`src/hw/rtl/rbp_pkg.sv`:
```
// Shared constants, codes and types for the retained block pool.
package rbp_pkg;

   // Pool geometry
   localparam int POOL_ENTRIES = 4;
   localparam int IDX_W        = (POOL_ENTRIES > 1) ? $clog2(POOL_ENTRIES) : 1;
   localparam int CNT_W        = $clog2(POOL_ENTRIES + 1);

   // Field widths
   localparam int BASE_W = 48;
   localparam int SIZE_W = 32;
   localparam int HELD_W = 33;
   localparam int DATA_W = 32;
   localparam int ADDR_W = 3;

   // Register reset values
   localparam logic [SIZE_W-1:0] MIN_RETAIN_RESET = SIZE_W'(256 * 1024);
   localparam logic [SIZE_W-1:0] MAX_BYTES_RESET  = SIZE_W'(32 * 1024 * 1024);

   // Register index, taken from paddr[2]
   typedef enum logic {
      REG_MIN_RETAIN = 1'b0,
      REG_MAX_BYTES  = 1'b1
   } reg_index_type;

   // Request kind
   typedef enum logic {
      REQ_TAKE = 1'b0,
      REQ_GIVE = 1'b1
   } req_kind_type;

   // Result codes
   typedef enum logic [2:0] {
      OUT_HIT       = 3'd0,
      OUT_BELOW_MIN = 3'd1,
      OUT_NO_FIT    = 3'd2,
      OUT_RETAINED  = 3'd3,
      OUT_REL_SMALL = 3'd4,
      OUT_REL_FULL  = 3'd5
   } outcome_type;

   // Search token handed from cell to cell
   typedef struct packed {
      logic              valid;
      logic [SIZE_W-1:0] request;
      logic              have;
      logic [SIZE_W-1:0] best_size;
      logic [BASE_W-1:0] best_base;
      logic [IDX_W-1:0]  pick;
      logic [SIZE_W-1:0] last_size;
      logic [BASE_W-1:0] last_base;
   } token_type;

   // Entry write into one cell
   typedef struct packed {
      logic              en;
      logic [BASE_W-1:0] base;
      logic [SIZE_W-1:0] size;
   } cell_wr_type;

endpackage

```
`src/hw/rtl/rbp_cell.sv`:
```
// One pool slot: holds an entry and refines the passing best-fit token.
module rbp_cell (
   input  logic                     clock,
   input  logic                     reset,
   input  logic [rbp_pkg::IDX_W-1:0] cell_idx,
   input  logic [rbp_pkg::CNT_W-1:0] entry_count,
   input  rbp_pkg::token_type       token_in,
   input  rbp_pkg::cell_wr_type     wr,
   output rbp_pkg::token_type       token_out
);
   import rbp_pkg::*;

   logic [BASE_W-1:0] entry_base_ff;
   logic [SIZE_W-1:0] entry_size_ff;
   token_type         token_ff;
   token_type         token_in_next;
   logic              active;
   logic              is_last;
   logic              fits;
   logic              better;

   // Slot is live below the fill count; last live slot feeds compaction
   always_comb begin
      active  = CNT_W'(cell_idx) < entry_count;
      is_last = (CNT_W'(cell_idx) + CNT_W'(1)) == entry_count;
      fits    = entry_size_ff >= token_in.request;
      better  = !token_in.have || (entry_size_ff < token_in.best_size);
      token_in_next = token_in;
      // strict compare keeps the lower index on a tie
      if (active && fits && better) begin
         token_in_next.have      = 1'b1;
         token_in_next.best_size = entry_size_ff;
         token_in_next.best_base = entry_base_ff;
         token_in_next.pick      = cell_idx;
      end
      if (is_last) begin
         token_in_next.last_size = entry_size_ff;
         token_in_next.last_base = entry_base_ff;
      end
   end

   // Token register toward the next cell
   always_ff @(posedge clock) begin
      if (reset) begin
         token_ff.valid <= 1'b0;
      end else begin
         token_ff <= token_in_next;
      end
   end

   // Entry storage
   always_ff @(posedge clock) begin
      if (wr.en) begin
         entry_base_ff <= wr.base;
         entry_size_ff <= wr.size;
      end
   end

   assign token_out = token_ff;

endmodule

```
`src/hw/rtl/retained_block_pool.sv`:
```
// Top level of the retained block pool: control, CSRs and the cell chain.
//
//   channel  | ports                                         | beat accepted
//   ---------+-----------------------------------------------+--------------------------
//   request  | start, busy, req_type, req_block_base/size    | start && !busy
//   result   | rsp_strobe, rsp_outcome, rsp_found_base/cap   | every cycle rsp_strobe high
//   config   | psel, penable, pwrite, paddr, pwdata, prdata  | psel && penable && pwrite
//
// A give, or a take below the minimum, resolves in the accept cycle; its result
// shows in the next cycle and a new beat may follow at once.
// A take that is scanned walks its token through POOL_ENTRIES cells, one per
// cycle, then commits; busy is high while the token is in the chain, and the
// result is registered at the commit. The cell chain length sets how long the scan lasts.
// Reset clears the fill count, byte total and control; entries are not cleared.
// The result side has no backpressure.
module retained_block_pool (
   input  logic                             clock,
   input  logic                             reset,
   // request
   input  logic                             start,
   output logic                             busy,
   input  logic                             req_type,
   input  logic [rbp_pkg::BASE_W-1:0]       req_block_base,
   input  logic [rbp_pkg::SIZE_W-1:0]       req_block_size,
   // result
   output logic                             rsp_strobe,
   output logic [2:0]                       rsp_outcome,
   output logic [rbp_pkg::BASE_W-1:0]       rsp_found_base,
   output logic [rbp_pkg::SIZE_W-1:0]       rsp_found_capacity,
   // configuration
   input  logic                             psel,
   input  logic                             penable,
   input  logic                             pwrite,
   input  logic [rbp_pkg::ADDR_W-1:0]       paddr,
   input  logic [rbp_pkg::DATA_W-1:0]       pwdata,
   output logic [rbp_pkg::DATA_W-1:0]       prdata,
   output logic                             pready
);
   import rbp_pkg::*;

   logic [SIZE_W-1:0] min_retain_ff;
   logic [SIZE_W-1:0] max_bytes_ff;
   logic [CNT_W-1:0]  count_ff;
   logic [CNT_W-1:0]  count_in;
   logic [HELD_W-1:0] held_ff;
   logic [HELD_W-1:0] held_in;
   logic              busy_ff;
   logic              busy_in;

   logic              rsp_strobe_ff;
   logic              rsp_strobe_in;
   outcome_type       rsp_outcome_ff;
   outcome_type       rsp_outcome_in;
   logic [BASE_W-1:0] rsp_base_ff;
   logic [BASE_W-1:0] rsp_base_in;
   logic [SIZE_W-1:0] rsp_cap_ff;
   logic [SIZE_W-1:0] rsp_cap_in;

   logic              accept;
   logic              is_give;
   logic              below_min;
   logic              pool_full;
   logic              over_budget;
   logic              give_ok;
   logic              scan_go;
   logic              commit_hit;
   logic              cfg_wr;
   reg_index_type     cfg_idx;

   token_type         head_token;
   token_type         tail_token;
   token_type         chain [POOL_ENTRIES];
   cell_wr_type       cell_wr [POOL_ENTRIES];
   logic [POOL_ENTRIES-1:0] chain_valid;

   // Config port
   assign pready  = 1'b1;
   assign cfg_wr  = psel && penable && pwrite;
   assign cfg_idx = reg_index_type'(paddr[2]);

   always_comb begin
      case (cfg_idx)
         REG_MIN_RETAIN: prdata = min_retain_ff;
         REG_MAX_BYTES:  prdata = max_bytes_ff;
         default:        prdata = '0;
      endcase
   end

   always_ff @(posedge clock) begin
      if (reset) begin
         min_retain_ff <= MIN_RETAIN_RESET;
         max_bytes_ff  <= MAX_BYTES_RESET;
      end else if (cfg_wr) begin
         case (cfg_idx)
            REG_MIN_RETAIN: min_retain_ff <= pwdata;
            REG_MAX_BYTES:  max_bytes_ff  <= pwdata;
            default:        min_retain_ff <= min_retain_ff;
         endcase
      end
   end

   // Request decode
   assign busy        = busy_ff;
   assign accept      = start && !busy_ff;
   assign is_give     = req_kind_type'(req_type) == REQ_GIVE;
   assign below_min   = req_block_size < min_retain_ff;
   assign pool_full   = count_ff == CNT_W'(POOL_ENTRIES);
   assign over_budget = ({1'b0, held_ff} + (HELD_W + 1)'(req_block_size))
                        > (HELD_W + 1)'(max_bytes_ff);
   assign give_ok     = accept && is_give && !below_min && !pool_full && !over_budget;
   assign scan_go     = accept && !is_give && !below_min;
   assign commit_hit  = tail_token.valid && tail_token.have;

   // Token entering the first cell
   always_comb begin
      head_token           = '0;
      head_token.valid     = scan_go;
      head_token.request   = req_block_size;
   end

   // Cell chain
   for (genvar k = 0; k < POOL_ENTRIES; k++) begin : g_cell
      always_comb begin
         cell_wr[k].en   = (give_ok && (count_ff == CNT_W'(k)))
                        || (commit_hit && (tail_token.pick == IDX_W'(k)));
         cell_wr[k].base = give_ok ? req_block_base : tail_token.last_base;
         cell_wr[k].size = give_ok ? req_block_size : tail_token.last_size;
      end

      rbp_cell u_cell (
         .clock       (clock),
         .reset       (reset),
         .cell_idx    (IDX_W'(k)),
         .entry_count (count_ff),
         .token_in    ((k == 0) ? head_token : chain[(k == 0) ? 0 : k - 1]),
         .wr          (cell_wr[k]),
         .token_out   (chain[k])
      );

      assign chain_valid[k] = chain[k].valid;
   end

   assign tail_token = chain[POOL_ENTRIES-1];

   // Control and pool totals
   always_comb begin
      busy_in        = busy_ff;
      count_in       = count_ff;
      held_in        = held_ff;
      rsp_strobe_in  = 1'b0;
      rsp_outcome_in = OUT_HIT;
      rsp_base_in    = '0;
      rsp_cap_in     = '0;
      if (tail_token.valid) begin
         // scan finished: commit hit or report no fit
         busy_in       = 1'b0;
         rsp_strobe_in = 1'b1;
         if (tail_token.have) begin
            count_in       = count_ff - CNT_W'(1);
            held_in        = (held_ff >= HELD_W'(tail_token.best_size))
                           ? held_ff - HELD_W'(tail_token.best_size) : '0;
            rsp_outcome_in = OUT_HIT;
            rsp_base_in    = tail_token.best_base;
            rsp_cap_in     = tail_token.best_size;
         end else begin
            rsp_outcome_in = OUT_NO_FIT;
         end
      end else if (accept) begin
         if (is_give) begin
            rsp_strobe_in = 1'b1;
            if (below_min) begin
               rsp_outcome_in = OUT_REL_SMALL;
            end else if (pool_full || over_budget) begin
               rsp_outcome_in = OUT_REL_FULL;
            end else begin
               rsp_outcome_in = OUT_RETAINED;
               count_in       = count_ff + CNT_W'(1);
               held_in        = held_ff + HELD_W'(req_block_size);
            end
         end else if (below_min) begin
            rsp_strobe_in  = 1'b1;
            rsp_outcome_in = OUT_BELOW_MIN;
         end else begin
            busy_in = 1'b1;
         end
      end
   end

   always_ff @(posedge clock) begin
      if (reset) begin
         busy_ff       <= 1'b0;
         count_ff      <= '0;
         held_ff       <= '0;
         rsp_strobe_ff <= 1'b0;
      end else begin
         busy_ff       <= busy_in;
         count_ff      <= count_in;
         held_ff       <= held_in;
         rsp_strobe_ff <= rsp_strobe_in;
      end
   end

   // Result payload
   always_ff @(posedge clock) begin
      rsp_outcome_ff <= rsp_outcome_in;
      rsp_base_ff    <= rsp_base_in;
      rsp_cap_ff     <= rsp_cap_in;
   end

   assign rsp_strobe         = rsp_strobe_ff;
   assign rsp_outcome        = rsp_outcome_ff;
   assign rsp_found_base     = rsp_base_ff;
   assign rsp_found_capacity = rsp_cap_ff;

   // Checks
   a_count_range: assert property (@(posedge clock) disable iff (reset)
      count_ff <= CNT_W'(POOL_ENTRIES))
      else $error("fill count beyond pool size");

   a_one_token: assert property (@(posedge clock) disable iff (reset)
      $onehot0(chain_valid))
      else $error("more than one search token in the chain");

   a_token_busy: assert property (@(posedge clock) disable iff (reset)
      (chain_valid != '0) |-> busy_ff)
      else $error("search token in flight while not busy");

   a_miss_zero: assert property (@(posedge clock) disable iff (reset)
      (rsp_strobe_ff && (rsp_outcome_ff != OUT_HIT))
      |-> (rsp_base_ff == '0 && rsp_cap_ff == '0))
      else $error("non-hit result carries a block");

endmodule

```
`config.mk`:
```
export PLATFORM = sky130hd
export DESIGN_NAME = retained_block_pool
export DESIGN_NICKNAME = d
export VERILOG_FILES = /design/src/hw/rtl/rbp_pkg.sv /design/src/hw/rtl/rbp_cell.sv /design/src/hw/rtl/retained_block_pool.sv
export SDC_FILE = /design/constraint.sdc
export NUM_CORES = 2
export LEC_CHECK = 0
export ABC_AREA = 1
export BUFFER_PORTS_ARGS = -buffer_cell sky130_fd_sc_hd__buf_2
export CELL_PAD_IN_SITES_DETAIL_PLACEMENT = 0
export CELL_PAD_IN_SITES_GLOBAL_PLACEMENT = 1
export CORE_MARGIN = 8
export CORE_UTILIZATION = 30
export CTS_CLUSTER_SIZE = 20
export DETAILED_ROUTE_END_ITERATION = 7
export PLACE_DENSITY = 0.64
export SETUP_SLACK_MARGIN = 0.05
export SYNTH_ARGS = -nofsm -noshare
export SYNTH_HDL_FRONTEND = slang
export SYNTH_SLANG_ARGS = --single-unit
export TNS_END_PERCENT = 1
```
`constraint.sdc`:
```
create_clock -name clock -period 34.5 [get_ports clock]
set_input_delay 3.45 -clock clock [delete_from_list [all_inputs] [get_ports clock]]
set_output_delay 3.45 -clock clock [all_outputs]
set_load 0.005 [all_outputs]
```
==> flow_summary.toml <==
[synthesis]
synthArstFlopShare = 0
syn_area_sq_um = 57400
synth_top_area_frac = 0.557
synth_seq_area_share = 0.623
synth.net_count = 5903
synth-main-ff-cell = "edfxtp_1"
synth_compound_area_frac = 0.0851
syn_inst = 5425
yosysTopAreaCell = "edfxtp_1"
syn_area_per_cell_sq_um = 10.6
synthAdderAreaFrac = 0.0778
synth-seq-cells = 1254
synth-edff-count = 1065
synth-simple-area-share = 0.127
synthMuxAreaShare = 0.0155
synth_top_family_by_area = "simple AND/OR/NAND/NOR gates"
synth_cell_types = 53
yosys_warnings = 0
synth_xor_area_frac = 0.00839
ys_top_cells_by_area = "edfxtp_1, ha_1, nand2_1"

[flow_run]
maxCapViolCount = 0

[floorplan]
initial_core_util = 0.302
rows = 160
die_area_sq_um = 206000
ioPinCount = 240
dieWidth_um = 454
die_h_um = 454
coreArea_sq_um = 190000

[timing]
setup_slack_ns = 24.48
min_period_over_period = 0.290
tightest_slew_ns = 1.13
slew_violations = 0
fin_setup_tns_ns = 0
period_minus_slack_ns = 10.02
timing.slew.headroom = 0.230
rsz0062_at_grt = "false"
max_freq_mhz = 99.8
finalHoldViolations = 0
skew_ns = 0.0474
setup_violations = 0

[worst_hold_path]
worst_hold_path_type = "reg2reg"

[clock_tree]
cts_buffers = 139
cts-resized-gates = 0
clockBufferDepth = 3
path_clk_slew_ns = 0.06
post_cts_buffers = 0
hold_buffers = 0
root_buffer = "clkbuf_16"
htreeDepth = 4
cts_tree = "yes"
worst_skew_pair.late_latency_ns = 0.78
cts_sinks = 1254

[global_routing]
grt_util_met3 = 0.0263
antenna_found_initial = 17
grt_pass1_vias = 38200
grt_pass1_wl_um = 241000
top_usage_layer = "met2"
overflow = 0
grtUsageMet2 = 0.244
grtUsageMet1 = 0.219
grt_start_max_net_pins = 152
grt_usage = 0.154

[final_layout]
layout.nets = 6126
layout-drive-gt1-share = 0.103
fillers = 19100
syn_to_final_growth_pct = 15.1
multi_input_area_sq_um = 18200
utilization = 0.348
regArea_sq_um = 35800

[placed_design]
place_ws_ns = 23.59
dp_hpwl_um = 105000
port_buffers = 236
place_congestion = 0.827

[worst_setup_path]
cp-end-kind = "register"
critPathLaunchType = "input pin"
path_common_cell = "nand2_1"
slowest_stage = "buf_4"
required_ns = 35.12
slowest_delay_ns = 0.68
arrival_ns = 10.64
worst-path-max-fanout = 49
worstSetupPathType = "in2reg"

[pwr]
powerDensity_nw_per_um2 = 55.1
peakVddDrop_uv = 32.6
leakagePower_uw = 0.0285

[routing]
route.detailed.drc = 0
via_count = 38500
vias_per_cell = 4.65
wl_um = 163000
drtIter0Drc = 3077
drtAntennaViolNets = 0
wl_per_cell_um = 19.7
firstDrtPassIters = 5

[status]
status = "complete, no violations"
==> metrics by stage <==
stage | cells | hold slack (ns) | area (sq um) | power (uW)
2_1_floorplan | 5425 | 0.388 | 57400 | 2070
3_3_place_gp | 8018 | 0.407 | 61500 | 2160
3_5_place_dp | 8018 | 0.400 | 61500 | 2160
4_1_cts | 8274 | 0.381 | 66100 | 3690
5_1_grt | 8276 | 0.419 | 66100 | 3800
6_report | 8277 | 0.383 | 66100 | 3640
==> cells by family after synthesis <==
family,after synthesis
adder cells (fa/ha/maj),356
other,1
flip-flops,1254
XOR/XNOR,55
AO/OA/AOI/OAI,925
AND/OR/NAND/NOR,1801
buffers and inverters,954
multiplexers,79
==> registers in the layout, summed over array words and instances, names as in the netlist, 3 cells and up <==
register and count:
count_ff 3, g_cell.u_cell.entry_base_ff 192, g_cell.u_cell.entry_size_ff 128, g_cell.u_cell.token_out 749, held_ff 33, max_bytes_ff 32, min_retain_ff 32, rsp_found_base 48
rsp_found_capacity 32, rsp_outcome 3
==> critical path: cells and delay by family <==
kind | cells | cell delay [ns]
AO/OA/AOI/OAI | 5 | 1.45
AND/OR/NAND/NOR | 13 | 2.87
buffers and inverters | 5 | 2.00
adder cells (fa/ha/maj) | 2 | 0.71
==> synth_stat cells, types with 13 or more instances <==
cell type,instances
mux2_2,79
o21ai_0,546
a21oi_1,280
xor2_1,34
buf_2,17
nand3b_1,34
nor3_1,27
nand4_1,36
nor2_1,441
dfxtp_1,189
clkbuf_1,162
ha_1,354
a211oi_1,13
nand2_1,1091
inv_1,756
edfxtp_1,1065
nand3_1,141
xnor2_1,21
==> layout by cell type, fill, tap and decap left out, types with 79 or more instances in the layout <==
cell and n:
a21oi_1 280, mux2_2 79, dfxtp_1 189, o21ai_0 546, buf_2 236, nor2_1 441, clkbuf_16 142, inv_1 756
edfxtp_1 1065, nand3_1 140, ha_1 354, nand2_1 1082
==> report_power, final <==
group	switching [uW]	total [uW]	internal [uW]
Combinational	246	359	113
Sequential	28.5	1770	1740
Clock	640	1510	872
==> final timing paths <==
path	depth (start not counted)	slack [ns]	end	startpoint
min reg2reg	2	0.38	g_cell[2].u_cell.token_out[195]	g_cell[1].u_cell.token_out[195]
min	2	0.38	g_cell[2].u_cell.token_out[195]	g_cell[1].u_cell.token_out[195]
max reg2reg	24	27.06	g_cell[1].u_cell.entry_base_ff[21]	held_ff[4]
max	25	24.48	g_cell[1].u_cell.entry_base_ff[21]	req_block_size[4]
==> cell type report <==
cell class / instances / area share
antenna: 3 / 0.000114
clock buffer: 177 / 0.0564
clock inverter: 79 / 0.0137
inverter: 764 / 0.0435
multi-input combinational: 3217 / 0.275
sequential: 1254 / 0.541
tap: 2511 / 0.0475
timing repair buffer: 272 / 0.0223
==> routing by layer <==
layer,up-vias,share of wire
met2,956,0.44
li1,18800,-
met1,18500,0.48
met5,-,0.00017
met3,240,0.053
met4,4,0.024
Power figures use the tool's default switching activity.
